$ cat src/xcr_pkg.sv
// Shared types, character codes and helpers for the character reference decoder.
package xcr_pkg;

  localparam int VALUE_WIDTH_DEF = 32;
  localparam int CP_WIDTH        = 32;

  localparam logic [7:0] CH_AMP     = 8'h26;
  localparam logic [7:0] CH_HASH    = 8'h23;
  localparam logic [7:0] CH_X_LOWER = 8'h78;
  localparam logic [7:0] CH_X_UPPER = 8'h58;
  localparam logic [7:0] CH_SEMI    = 8'h3B;
  localparam logic [7:0] CH_ZERO    = 8'h30;
  localparam logic [7:0] CH_PLUS    = 8'h2B;
  localparam logic [7:0] CH_MINUS   = 8'h2D;
  localparam logic [7:0] CH_SPACE   = 8'h20;
  localparam logic [7:0] CH_TAB     = 8'h09;
  localparam logic [7:0] CH_CR      = 8'h0D;

  // Digit value of 16 marks a byte that is no hex digit.
  localparam logic [4:0] NO_DIGIT = 5'd16;

  typedef enum logic [1:0] {
    MODE_NORMAL = 2'd0,
    MODE_AMP    = 2'd1,
    MODE_BODY   = 2'd2
  } mode_t;

  typedef enum logic [2:0] {
    PH_WS     = 3'd0,
    PH_SIGN   = 3'd1,
    PH_ZERO   = 3'd2,
    PH_DIGITS = 3'd3,
    PH_STOP   = 3'd4
  } phase_t;

  typedef enum logic [1:0] {
    BASE_DEC = 2'd0,
    BASE_OCT = 2'd1,
    BASE_HEX = 2'd2
  } base_t;

  typedef struct packed {
    logic [CP_WIDTH-1:0] code_point;
    logic                last;
  } result_t;

  // Results produced by one accepted request: count is 0, 1 or 2.
  typedef struct packed {
    logic [1:0] count;
    result_t    first;
    result_t    second;
  } push_t;

  function automatic logic [4:0] hex_digit(input logic [7:0] b);
    logic [4:0] d;
    d = NO_DIGIT;
    if (b >= 8'h30 && b <= 8'h39) begin
      d = 5'(b - 8'h30);
    end else if (b >= 8'h61 && b <= 8'h66) begin
      d = 5'(b - 8'h61 + 8'd10);
    end else if (b >= 8'h41 && b <= 8'h46) begin
      d = 5'(b - 8'h41 + 8'd10);
    end
    return d;
  endfunction

  function automatic logic [4:0] radix_of(input base_t base);
    logic [4:0] r;
    unique case (base)
      BASE_HEX: r = 5'd16;
      BASE_OCT: r = 5'd8;
      default:  r = 5'd10;
    endcase
    return r;
  endfunction

endpackage

$ cat src/xcr_scanner.sv
// Reference scanner: mode and number-scan state, updated once per accepted request.
module xcr_scanner #(
  parameter int VALUE_WIDTH = xcr_pkg::VALUE_WIDTH_DEF
) (
  input  logic            clk,
  input  logic            rst,
  input  logic            accept,
  input  logic [7:0]      in_byte,
  output xcr_pkg::push_t  push
);
  import xcr_pkg::*;

  mode_t                  mode, mode_next;
  logic                   hex_mode, hex_mode_next;
  logic                   body_nonempty, body_nonempty_next;
  phase_t                 scan_phase, scan_phase_next;
  base_t                  scan_base, scan_base_next;
  logic                   is_negative, is_negative_next;
  logic                   digit_seen, digit_seen_next;
  logic [VALUE_WIDTH-1:0] accumulator, accumulator_next;

  logic [4:0]             digit;
  base_t                  take_base;
  logic                   take_ok;
  logic [VALUE_WIDTH-1:0] acc_step;
  logic [VALUE_WIDTH-1:0] neg_value;
  logic                   is_space;

  assign digit    = hex_digit(in_byte);
  assign is_space = (in_byte == CH_SPACE) || (in_byte >= CH_TAB && in_byte <= CH_CR);

  // After a leading zero the base is settled by the byte that follows it.
  assign take_base = (scan_phase == PH_ZERO) ? (hex_mode ? BASE_HEX : BASE_OCT) : scan_base;
  assign take_ok   = digit < radix_of(take_base);

  always_comb begin
    logic [VALUE_WIDTH-1:0] scaled;
    unique case (take_base)
      BASE_HEX: scaled = accumulator << 4;
      BASE_OCT: scaled = accumulator << 3;
      default:  scaled = (accumulator << 3) + (accumulator << 1);
    endcase
    acc_step = scaled + VALUE_WIDTH'(digit);
  end

  assign neg_value = is_negative ? (~accumulator + 1'b1) : accumulator;

  // Next state.
  always_comb begin
    logic run_sign;
    run_sign           = 1'b0;
    mode_next          = mode;
    hex_mode_next      = hex_mode;
    body_nonempty_next = body_nonempty;
    scan_phase_next    = scan_phase;
    scan_base_next     = scan_base;
    is_negative_next   = is_negative;
    digit_seen_next    = digit_seen;
    accumulator_next   = accumulator;

    unique case (mode)
      MODE_AMP: begin
        mode_next = (in_byte == CH_HASH) ? MODE_BODY : MODE_NORMAL;
      end
      MODE_BODY: begin
        if (in_byte == CH_X_LOWER && !body_nonempty) begin
          hex_mode_next = 1'b1;
        end else if (in_byte == CH_SEMI) begin
          mode_next          = MODE_NORMAL;
          hex_mode_next      = 1'b0;
          body_nonempty_next = 1'b0;
          scan_phase_next    = PH_WS;
          scan_base_next     = BASE_DEC;
          is_negative_next   = 1'b0;
          digit_seen_next    = 1'b0;
          accumulator_next   = '0;
        end else begin
          body_nonempty_next = 1'b1;
          unique case (scan_phase)
            PH_WS: begin
              if (!is_space) begin
                scan_phase_next = PH_SIGN;
                if (in_byte == CH_PLUS || in_byte == CH_MINUS) begin
                  is_negative_next = (in_byte == CH_MINUS);
                end else begin
                  run_sign = 1'b1;
                end
              end
            end
            PH_SIGN: run_sign = 1'b1;
            PH_ZERO: begin
              scan_phase_next = PH_DIGITS;
              if (in_byte == CH_X_LOWER || in_byte == CH_X_UPPER) begin
                scan_base_next = BASE_HEX;
              end else begin
                scan_base_next = take_base;
                if (take_ok) begin
                  accumulator_next = acc_step;
                  digit_seen_next  = 1'b1;
                end else begin
                  scan_phase_next = PH_STOP;
                end
              end
            end
            PH_DIGITS: begin
              if (take_ok) begin
                accumulator_next = acc_step;
                digit_seen_next  = 1'b1;
              end else begin
                scan_phase_next = PH_STOP;
              end
            end
            default: ;
          endcase
          // First byte after whitespace and sign picks zero, hex or decimal.
          if (run_sign) begin
            if (in_byte == CH_ZERO) begin
              digit_seen_next  = 1'b1;
              accumulator_next = '0;
              scan_phase_next  = PH_ZERO;
            end else if (hex_mode && digit < NO_DIGIT) begin
              scan_base_next   = BASE_HEX;
              accumulator_next = VALUE_WIDTH'(digit);
              digit_seen_next  = 1'b1;
              scan_phase_next  = PH_DIGITS;
            end else if (!hex_mode && digit >= 5'd1 && digit <= 5'd9) begin
              scan_base_next   = BASE_DEC;
              accumulator_next = VALUE_WIDTH'(digit);
              digit_seen_next  = 1'b1;
              scan_phase_next  = PH_DIGITS;
            end else begin
              scan_phase_next = PH_STOP;
            end
          end
        end
      end
      default: begin
        if (in_byte == CH_AMP) begin
          mode_next          = MODE_AMP;
          hex_mode_next      = 1'b0;
          body_nonempty_next = 1'b0;
          scan_phase_next    = PH_WS;
          scan_base_next     = BASE_DEC;
          is_negative_next   = 1'b0;
          digit_seen_next    = 1'b0;
          accumulator_next   = '0;
        end else begin
          mode_next = MODE_NORMAL;
        end
      end
    endcase
  end

  // Results.
  always_comb begin
    push = '0;
    unique case (mode)
      MODE_AMP: begin
        if (in_byte != CH_HASH) begin
          push.count             = 2'd2;
          push.first.code_point  = CP_WIDTH'(CH_AMP);
          push.first.last        = 1'b0;
          push.second.code_point = CP_WIDTH'(in_byte);
          push.second.last       = 1'b1;
        end
      end
      MODE_BODY: begin
        if (in_byte == CH_SEMI && !(in_byte == CH_X_LOWER && !body_nonempty) && digit_seen) begin
          push.count            = 2'd1;
          push.first.code_point = CP_WIDTH'(neg_value);
          push.first.last       = 1'b1;
        end
      end
      default: begin
        if (in_byte != CH_AMP) begin
          push.count            = 2'd1;
          push.first.code_point = CP_WIDTH'(in_byte);
          push.first.last       = 1'b1;
        end
      end
    endcase
    if (!accept) begin
      push.count = 2'd0;
    end
  end

  always_ff @(posedge clk) begin
    if (rst) begin
      mode          <= MODE_NORMAL;
      hex_mode      <= 1'b0;
      body_nonempty <= 1'b0;
      scan_phase    <= PH_WS;
      scan_base     <= BASE_DEC;
      is_negative   <= 1'b0;
      digit_seen    <= 1'b0;
      accumulator   <= '0;
    end else if (accept) begin
      mode          <= mode_next;
      hex_mode      <= hex_mode_next;
      body_nonempty <= body_nonempty_next;
      scan_phase    <= scan_phase_next;
      scan_base     <= scan_base_next;
      is_negative   <= is_negative_next;
      digit_seen    <= digit_seen_next;
      accumulator   <= accumulator_next;
    end
  end

endmodule

$ cat src/xcr_out_queue.sv
// Three-entry result queue that takes up to two results per cycle and gives one.
module xcr_out_queue (
  input  logic                          clk,
  input  logic                          rst,
  input  xcr_pkg::push_t                push,
  output logic                          room,
  output logic                          out_valid,
  input  logic                          out_ready,
  output logic [xcr_pkg::CP_WIDTH-1:0]  code_point,
  output logic                          last
);
  import xcr_pkg::*;

  localparam int DEPTH = 3;

  result_t    entries [DEPTH];
  logic [1:0] rd_ptr, wr_ptr, wr_ptr_next;
  logic [1:0] count, count_next;
  logic       pop;

  function automatic logic [1:0] ptr_inc(input logic [1:0] p);
    return (p == 2'(DEPTH - 1)) ? 2'd0 : p + 2'd1;
  endfunction

  assign out_valid  = (count != 2'd0);
  assign pop        = out_valid && out_ready;
  assign room       = (count <= 2'd1);
  assign code_point = entries[rd_ptr].code_point;
  assign last       = entries[rd_ptr].last;

  assign count_next  = count + push.count - {1'b0, pop};
  assign wr_ptr_next = (push.count == 2'd2) ? ptr_inc(ptr_inc(wr_ptr)) :
                       (push.count == 2'd1) ? ptr_inc(wr_ptr) : wr_ptr;

  always_ff @(posedge clk) begin
    if (rst) begin
      rd_ptr <= '0;
      wr_ptr <= '0;
      count  <= '0;
    end else begin
      count  <= count_next;
      wr_ptr <= wr_ptr_next;
      if (pop) begin
        rd_ptr <= ptr_inc(rd_ptr);
      end
    end
  end

  always_ff @(posedge clk) begin
    if (push.count != 2'd0) begin
      entries[wr_ptr] <= push.first;
    end
    if (push.count == 2'd2) begin
      entries[ptr_inc(wr_ptr)] <= push.second;
    end
  end

endmodule

$ cat src/xml_char_ref_decoder.sv
// Top level of the XML numeric character reference decoder.
//
// The decoder takes one text byte per request and returns code points. Plain
// bytes pass through; "&#...;" is scanned as a decimal, octal (leading 0) or
// hexadecimal ("&#x" or a 0x prefix) number with optional leading whitespace
// and sign, and the value is returned, in two's complement when negative, if
// the body held at least one digit. An ampersand not followed by '#' returns
// the ampersand and then the byte itself, the second marked by last. A byte
// is taken in every cycle as long as the three-entry result queue has room for
// two results: with out_ready held high the block runs at one byte per clock,
// and a lone ampersand stalls the input while its two results drain. The
// scan state updates in the same cycle the byte is accepted; a result is
// queued and reaches the outputs after earlier results. The VALUE_WIDTH-bit
// accumulator wraps; the returned value keeps its low 32 bits.
module xml_char_ref_decoder #(
  parameter int VALUE_WIDTH = xcr_pkg::VALUE_WIDTH_DEF
) (
  input  logic                          clk,
  input  logic                          rst,
  input  logic                          in_valid,
  output logic                          in_ready,
  input  logic [7:0]                    in_byte,
  output logic                          out_valid,
  input  logic                          out_ready,
  output logic [xcr_pkg::CP_WIDTH-1:0]  code_point,
  output logic                          last
);
  import xcr_pkg::*;

  push_t push;
  logic  accept;

  // A request is taken only when the queue can hold the worst case of two results.
  assign accept = in_valid && in_ready;

  xcr_scanner #(
    .VALUE_WIDTH (VALUE_WIDTH)
  ) u_scanner (
    .clk     (clk),
    .rst     (rst),
    .accept  (accept),
    .in_byte (in_byte),
    .push    (push)
  );

  xcr_out_queue u_out_queue (
    .clk        (clk),
    .rst        (rst),
    .push       (push),
    .room       (in_ready),
    .out_valid  (out_valid),
    .out_ready  (out_ready),
    .code_point (code_point),
    .last       (last)
  );

endmodule
$ cat config.mk
export PLATFORM = sky130hd
export DESIGN_NAME = xml_char_ref_decoder
export DESIGN_NICKNAME = d
export VERILOG_FILES = /design/src/xcr_pkg.sv /design/src/xcr_scanner.sv /design/src/xcr_out_queue.sv /design/src/xml_char_ref_decoder.sv
export SDC_FILE = /design/constraint.sdc
export NUM_CORES = 1
export LEC_CHECK = 0
export ABC_AREA = 1
export BUFFER_PORTS_ARGS = -buffer_cell sky130_fd_sc_hd__buf_2
export CAP_MARGIN = 20
export CORE_UTILIZATION = 46
export CTS_CLUSTER_SIZE = 25
export DETAILED_ROUTE_END_ITERATION = 16
export GPL_TIMING_DRIVEN = 0
export PLACE_DENSITY = 0.6
export SYNTH_ARGS = -nofsm -noshare
export SYNTH_HDL_FRONTEND = slang
export SYNTH_HIERARCHICAL = 1
export SYNTH_SLANG_ARGS = --single-unit
$ cat constraint.sdc
create_clock -name clk -period 12.76 [get_ports clk]
set_input_delay 1.914 -clock clk [delete_from_list [all_inputs] [get_ports clk]]
set_output_delay 1.914 -clock clk [all_outputs]
set_load 0.02 [all_outputs]
==> flow_metrics.tcl <==
set metrics [dict create \
    grt_pass1_vias 12219 \
    hold_class "flop to flop" \
    avgViaCountPerCell 5.29 \
    path_max_fanout 10 \
    io_pins 47 \
    cts_num_sinks 150 \
    cts-htree-levels 4 \
    r2r-start "u_scanner/scan_phase[1]$_SDFFE_PP0P_" \
    die_w_um 171 \
    reg2reg_depth 33 \
    clockBufferDepth 2 \
    path_buf_inv 8 \
    grt_max_degree 28 \
    cts_tree "built" \
    yosysMostFrequentCell "nand2_1" \
    ys_top_cells_by_count "nand2_1, inv_1, a21oi_1" \
    slowest_stage "buf_1" \
    fin_crit_sh_pct 46.8 \
    slew_violations 0 \
    wl_per_cell_um 16.3 \
    path_class "flop to flop" \
    ys_warn_count 6 \
    num-fill-cells 2908 \
    io_buffers 46 \
    synth_ff_type "edfxtp_1" \
    avgSynthCellArea_um2 6.46 \
    crit_family "simple AND/OR/NAND/NOR gates" \
    core_area_mm2 0.0280 \
    gr-usage-all-layers_pct 28.6 \
    drc 0 \
    totalWireLength_um 41400 \
    r2r-end "u_scanner/accumulator[31]$_SDFFE_PP0P_" \
    post-route-util_pct 52.6 \
    rsz0062_at_grt "false" \
    setup_viol_count_final 0 \
    dieArea_mm2 0.0294 \
    synth_seq_cells 150 \
    syn_inst 2046 \
    dp_hpwl_um 33200 \
    fin_skew_ns 0.0174 \
    grt_overflow 0 \
    post-route-min-period_ns 5.98 \
    outcome "complete, no violations" \
    worst-r2r-setup-slack_ns 6.78 \
    antenna_found_initial 1 \
    netlist_area_mm2 0.0132 \
    cp.required_ns 13.06 \
    crit_top_cell "nor2_1" \
    worstMarginPinSlew_ns 0.759 \
    worstSkewPairLatency_ns 0.44 \
    max-cap-violations 0 \
    vias 13379 \
    cp.arrival_ns 6.27 \
    yosysTopAreaCellShare_pct 22.5 \
    worst-path-stages 33 \
    ant_nets 0 \
    leakagePower_nw 6.38 \
    die_y_um 171 \
    drt_first_pass_iters 6 \
    ir_drop_mv 0.0689 \
    cp-end-kind "flop" \
    clk_pin_slew_worst_paths_ns 0.08 \
    drtIter0Drc 997 \
    area_delta_synth_final_pct 11.4 \
    nNetsFinal 2201 \
    startpoint_type "flop" \
    cpPeakStageDelay_ns 0.48 \
    max_freq_ghz 0.167 \
    post-cts-setup-buffers 0 \
    ys_seq_area_share_pct 30.2 \
    synth_async_sr_flop_share_pct 0 \
    powerDensity_mw_per_mm2 92.2 \
    num_rows 61 \
    relSlewSlack_pct 49.4 \
    synth_edf_count 99 \
    drive_above_1_share_pct 11.5 \
    setup_tns_ns 0 \
    critPathCapture "u_scanner/accumulator[31]$_SDFFE_PP0P_" \
    cts-resized-gates 0 \
    grt_pass1_wl_um 64400 \
    start_util_pct 47.2 \
    yosys.area.top_type "edfxtp_1" \
    hold_buffers 0 \
    cts_inserted_buffers 17 \
    cts_root_buf "clkbuf_16" \
    place.gp.congestion 0.900 \
    hold_viol_final 0 \
    synthTopCellsByArea "edfxtp_1, nand2_1, a21oi_1" \
    startpoint "u_scanner/scan_phase[1]$_SDFFE_PP0P_" \
    synth.distinct_cells 55 \
]
-- area by class of cell --
cell class / count / area [um^2] / share of cell area, %
buffer: 102 / 614 / 4.17
inverter: 301 / 1130 / 7.71
tap: 378 / 473 / 3.21
multi-input combinational: 1516 / 7590 / 51.6
antenna: 1 / 2.50 / 0.0170
clock buffer: 17 / 425 / 2.89
sequential: 150 / 3990 / 27.1
clock inverter: 15 / 163 / 1.10
timing repair buffer: 51 / 323 / 2.19
-- where the power goes --
part | switching, mW | internal, mW | total (mW)
sequential | 0.0113 | 0.555 | 0.566
combinational | 0.200 | 0.0916 | 0.292
clock | 0.222 | 0.277 | 0.499
-- per-stage QoR --
stage	power, mW	area (um^2)	cells	setup WS [ns]	hold slack, ns
after global routing	1.42	14700	2530	6.31	0.507
after floorplan	0.768	13300	2069	6.29	0.441
final	1.36	14700	2531	6.78	0.474
after detailed placement	0.869	14100	2498	6.79	0.462
after CTS	1.37	14700	2530	6.80	0.473
after global placement	0.857	14000	2493	3.79	0.462
-- routing by layer --
layer	share of wire [%]	routed length, um	vias to the layer above	global-route usage, %
li1	-	-	6863	-
met1	44	18300	6037	36.5
met2	48	19700	404	49.0
met3	5.1	2090	75	3.64
met4	3.2	1330	0	10.9
met5	0	0	-	0
-- registers in the layout, indices dropped and copies added, names as in the netlist, named ones only --
register / flops
u_scanner/body_nonempty: 1
u_scanner/digit_seen: 1
u_scanner/is_negative: 1
u_out_queue/rd_ptr: 2
u_out_queue/wr_ptr: 2
u_scanner/mode: 2
u_scanner/scan_base: 2
u_scanner/accumulator: 32
u_scanner/scan_phase: 3
u_scanner/hex_mode: 1
u_out_queue/count: 2
u_out_queue/entries: 99
-- how the worst min path moves through the flow --
stage,slack (ns),endpoint,depth (start not counted),from
floorplan,0.44,u_scanner/scan_base[1]$_SDFFE_PP0P_,2,u_scanner/scan_base[1]$_SDFFE_PP0P_
global placement,0.46,u_scanner/scan_base[0]$_SDFFE_PP0P_,2,u_scanner/scan_base[0]$_SDFFE_PP0P_
detailed placement,0.46,u_scanner/scan_base[0]$_SDFFE_PP0P_,2,u_scanner/scan_base[0]$_SDFFE_PP0P_
CTS,0.47,u_scanner/scan_base[0]$_SDFFE_PP0P_,2,u_scanner/scan_base[0]$_SDFFE_PP0P_
global route,0.51,u_scanner/scan_base[0]$_SDFFE_PP0P_,2,u_scanner/scan_base[0]$_SDFFE_PP0P_
finish,0.47,u_scanner/scan_base[0]$_SDFFE_PP0P_,2,u_scanner/scan_base[0]$_SDFFE_PP0P_
-- kinds of logic after synthesis --
kind of cell             share of synthesized area (%)
AO/OA/AOI/OAI                                     19.9
XOR/XNOR                                          1.33
adder cells (fa/ha/maj)                           4.85
buffers and inverters                             13.2
flip-flops                                        30.2
other                                           0.0284
AND/OR/NAND/NOR                                   30.5
-- cell usage in the layout, fill, tap and decap left out, drive strengths merged, types with 2 or more instances in the layout --
cell      n
nand3   109
o211ai    7
dfxtp    51
inv     303
nor4      2
edfxtp   99
buf     112
a31oi     5
clkinv   11
a21oi   211
o311ai    2
conb     24
nand4    22
ha       48
o21a      5
fa        2
nand3b    3
o221ai   16
xnor2     7
nor2    170
or2       2
o31ai     5
clkbuf   58
a211oi    5
o22ai    18
o32ai     2
o21ai   193
nand2   627
nor3     13
xor2     13
-- worst reg2reg max path, delay by kind of cell (launching register included) --
family / cells / cell delay, ns
AO/OA/AOI/OAI: 2 / 0.24
adder cells (fa/ha/maj): 3 / 0.86
buffers and inverters: 8 / 1.65
flip-flops: 1 / 0.38
AND/OR/NAND/NOR: 20 / 2.71
Power figures use the tool's default switching activity.
